===== src/hdl/lwts_pkg.sv =====
// Package: payload types, command/status structs and sizing constants.
package lwts_pkg;

    localparam int SAMPLE_W         = 16;
    localparam int LEN_W            = 11;
    localparam int TARGET_W         = 26;
    localparam int DEF_WINDOW_DEPTH = 1024;
    localparam int DEF_SAMPLE_BITS  = 16;

    typedef struct packed {
        logic [SAMPLE_W-1:0] sample;
        logic                end_of_array;
    } t_in;

    typedef struct packed {
        logic [LEN_W-1:0] best_length;
        logic             window_overflow;
        logic             array_done;
    } t_out;

    typedef struct packed {
        logic accept;
        logic drop;
        logic finish;
    } t_cmd;

    typedef struct packed {
        logic need_drop;
        logic out_free;
    } t_status;

endpackage


===== src/hdl/lwts_ctrl.sv =====
// Controller: accepts a sample, runs the shrink loop, issues the result.
module lwts_ctrl (
    input  logic              i_clk,
    input  logic              i_rst_n,
    input  logic              i_in_valid,
    input  lwts_pkg::t_status i_status,
    output logic              o_in_ready,
    output lwts_pkg::t_cmd    o_cmd
);

    import lwts_pkg::*;

    typedef enum logic [1:0] {
        ST_IDLE   = 2'b01,
        ST_SHRINK = 2'b10
    } t_state;

    t_state r_state;
    t_state n_state;

    always_comb begin
        n_state      = r_state;
        o_cmd        = '0;
        o_in_ready   = 1'b0;
        unique case (r_state)
            ST_IDLE: begin
                o_in_ready = 1'b1;
                if (i_in_valid) begin
                    o_cmd.accept = 1'b1;
                    n_state      = ST_SHRINK;
                end
            end
            ST_SHRINK: begin
                if (i_status.need_drop) begin
                    o_cmd.drop = 1'b1;
                end else if (i_status.out_free) begin
                    o_cmd.finish = 1'b1;
                    n_state      = ST_IDLE;
                end
            end
            default: begin
                n_state = ST_IDLE;
            end
        endcase
    end

    always_ff @(posedge i_clk) begin
        if (!i_rst_n) begin
            r_state <= ST_IDLE;
        end else begin
            r_state <= n_state;
        end
    end

endmodule


===== config.mk =====
export PLATFORM = sky130hd
export DESIGN_NAME = lwts_ctrl
export DESIGN_NICKNAME = d
export VERILOG_FILES = /design/src/hdl/lwts_pkg.sv /design/src/hdl/lwts_ctrl.sv
export SDC_FILE = /design/constraint.sdc
export NUM_CORES = 1
export LEC_CHECK = 0
export ABC_AREA = 0
export BUFFER_PORTS_ARGS = -buffer_cell sky130_fd_sc_hd__clkbuf_2
export CAP_MARGIN = 20
export CORE_AREA = 5 5 42 44
export CTS_CLUSTER_DIAMETER = 40
export DETAILED_ROUTE_END_ITERATION = 16
export DIE_AREA = 0 0 47 49
export PLACE_DENSITY = 0.34
export SKIP_CTS_REPAIR_TIMING = 1
export SLEW_MARGIN = 20
export SYNTH_ARGS = -nofsm -noshare
export SYNTH_HDL_FRONTEND = slang
export SYNTH_SLANG_ARGS = --single-unit

===== constraint.sdc =====
create_clock -name i_clk -period 0.9 [get_ports i_clk]
set_input_delay 0.27 -clock i_clk [delete_from_list [all_inputs] [get_ports i_clk]]
set_output_delay 0.27 -clock i_clk [all_outputs]
set_load 0.01 [all_outputs]

Word-level counts from Yosys, hierarchy flattened
Index checks and enable logic that the tools add are counted.
{"block": "classes", "n_eq_ne": 5, "muxes": 11, "n_reduce_logical": 1}
{"op": "$mux 2", "count": 4}
{"op": "$mux 1", "count": 6}
{"op": "$ne 2x2->1 const B", "count": 3}
{"op": "$pmux 2 s2", "count": 1}
{"op": "$reduce_and 3->1", "count": 1}
{"op": "$eq 2x1->1 const B", "count": 1}
{"op": "$eq 2x2->1 const B", "count": 1}
{"block": "totals", "ff_bits": 2, "in_bits": 5, "output_inout_bits": 4, "wordCells": 18}

Longest topological paths before layout
{"block": "logic_depth", "word_depth": 3, "mapped_depth": 3, "depth_no_buf": 3}

Worst setup path after synthesis
OpenSTA, ideal clock, no wires.
{"block": "synth_path", "path_type": "input to output", "from": "input port i_status[1] (netlist bit)", "to": "output port o_cmd[0] (netlist bit)", "t_arrival_ns": 0.740, "t_required_ns": 0.630, "setup_slack_ns": -0.110, "stages": 2, "path_buffers": 0, "cell_sequence": "nand2b_1 > nor3b_1"}
{"item": "start: declaration", "line": "lwts_ctrl.sv:6", "text": "input lwts_pkg::t_status i_status,"}
{"item": "end: declaration", "line": "lwts_ctrl.sv:8", "text": "output lwts_pkg::t_cmd o_cmd"}

==> impl_metrics.ini <==
[status]
outcome = finished, violations left
violations = setup timing

[floorplanning]
ios = 9
initial_core_util_pct = 6.875
die_x_um = 47
fp.dieH_um = 49
dieArea_um2 = 2303
rows = 14
coreArea_um2 = 1401

[grt]
grt_max_degree = 5
grt_util_met2_pct = 2.941
top_usage_layer = met4
met1_usage_pct = 5.252
grt_pass1_vias = 137
grt_pass1_wl_um = 607
use_met3_pct = 4.059
grt_use_total_pct = 4.219
grt_overflow = 0
antenna_found_initial = 0

[critical_path]
critPathArrivalTime_ns = 0.90
cp_slowest_cell = dfxtp_2
cp-start-kind = flop
required_ns = 0.63
reg2reg_from = r_state[1]
ff2ff_path_depth = 4
cp-endpoint = o_cmd[1]
cp-startpoint = r_state[0]
reg2reg_slack_ns = -0.20
slowest_delay_ns = 0.32
r2r_end = r_state[1]
path_max_fanout = 3
cp_cell_sequence = inv_2 -> and3_4 -> buf_6
path_class = flop to primary output
crit_path_end_kind = primary output

[cts]
htreeDepth = 1
cts_tree = built
clk_pin_slew_ns = 0.03
insertion_delay_ns = 0.22
cts_root_buf = clkbuf_4
cts_sinks = 2
numCtsBuffers = 3
clk_path_buf_depth = 2

[routing]
first_pass_iters = 1
wl_per_cell_um = 8.275
drt-total-wl_um = 331
antenna_left = 0
via_per_inst = 3.175
drc = 0
vias = 127
drtIter0Drc = 0

[synth]
synth-warning-count = 0
ys.flop_type = dfxtp_1
synth-edff-count = 0
synthesis.area_um2 = 96.34
synth_seq_cells = 2
synth.avg_cell_area_um2 = 8.758
synth_cell_types = 10
synth_most_common_cell = dfxtp_1
synth-seq-area-share_pct = 41.56
synthCells = 11
postSynth.asyncResetShare_pct = 0
synth_top_area_cell = dfxtp_1
netlist.area_leader.share_pct = 41.56
synth_fp_nets = 16
ys_top_cells_by_area = dfxtp_1, a31o_1, and3b_1

[sta]
finClkSkew_ns = 0.001400
setup_ws_ns = -0.2660
slew_headroom_pct = 91.72
rsz0062_at_grt = true
min_period_ns = 1.166
fmax_mhz = 857.6
slew_violations = 0
hold_ws_ns = 0.2128
setup_viol_count_final = 6
fin_crit_sh_pct = 129.6
worst_pin_slew_ns = 0.1237
setup_tns_ns = -1.238
hold_violations = 0

[hold_path]
holdPathStages = 2
hold_class = input port to flop

[place]
io_buffers = 8
gp_congestion = 0.6623
hpwl_um = 257.3

[pwr]
seqPwrFrac_pct = 27.1
p_leak_nw = 0.1108
internal_power_w = 0.0002931
vdd_ir_drop_max_mv = 0.6042
p_comb_share_pct = 21.0
power_frac_clock_pct = 51.9
switchingPower_w = 0.00008718
powerDensity_nw_per_um2 = 1634
swShare_pct = 22.92

[finish]
largestRegisters = r_state (2)
regMostFlops = r_state
diodes = 0
areaGrowthSynthToFinish_pct = 141.6
layout.nets = 31
drive_gt1_share_pct = 83.33
largest_reg_flops = 2

[run]
max_cap_viol_count = 0
## worst min path at each step
stage	from	to	slack (ns)
after floorplan	i_rst_n	r_state[0]	0.33
after global placement	i_rst_n	r_state[0]	0.43
after detailed placement	i_rst_n	r_state[0]	0.44
after CTS	i_rst_n	r_state[0]	0.20
after global routing	i_rst_n	r_state[0]	0.21
final	i_rst_n	r_state[0]	0.21
## per-layer routing
layer  vias to the layer above  routed length, um
met5                         -                  0
met4                         0                  0
met3                         0                 59
met2                         8                116
met1                        54                156
li1                         65                  -
## power by group through the flow
| stage | clock network [W] | logic [W] | registers (W) |
|---|---|---|---|
| global route | 0.000232 | 0.0000885 | 0.000104 |
| global placement | 0 | 0.0000532 | 0.000102 |
| floorplan | 0 | 0.0000270 | 0.000102 |
| finish | 0.000197 | 0.0000799 | 0.000103 |
| detailed placement | 0 | 0.0000543 | 0.000103 |
| CTS | 0.000212 | 0.0000547 | 0.000101 |
## cells by family after synthesis
family	synth area share, %
and+or+nand+nor	45.46
DFF	41.56
AOI/OAI and AO/OA	9.093
buffers and inverters	3.892
## per-stage QoR
stage	instances	power [W]	worst slack (ns)	util (%)	area, um^2
CTS	39	0.0003682	-0.3244	13.84	193.9
finish	40	0.0003803	-0.2660	16.61	232.7
global placement	36	0.0001555	-0.2341	12.23	171.4
global route	40	0.0004244	-0.3152	16.61	232.7
detailed placement	36	0.0001569	-0.2538	12.23	171.4
floorplan	11	0.0001290	-0.07559	-	103.9
## critical path: cells and delay by family (launching register included)
kind	cells	cell delay (ns)
DFF	1	0.32
buffers and inverters	2	0.17
and+or+nand+nor	1	0.18
## cell usage in the layout (no fill, tap or decap)
cell,n
clkbuf_2,4
clkbuf_4,3
buf_6,3
buf_4,2
dfxtp_2,2
inv_2,1
nor2_4,1
nand2b_1,1
nor3b_2,1
and3_4,1
and3b_2,1
a31o_1,1
and2_1,1
nand2_1,1
buf_2,1
## final cells by class
class / instances / area [um^2]
clock buffers: 3 / 22.52
fillers: 171 / 1169
inverters: 1 / 3.754
multi-input cells: 8 / 70.07
flip-flops and latches: 2 / 42.54
well taps: 16 / 20.02
repair buffers: 10 / 73.82
(Power assumes the default switching activity.)
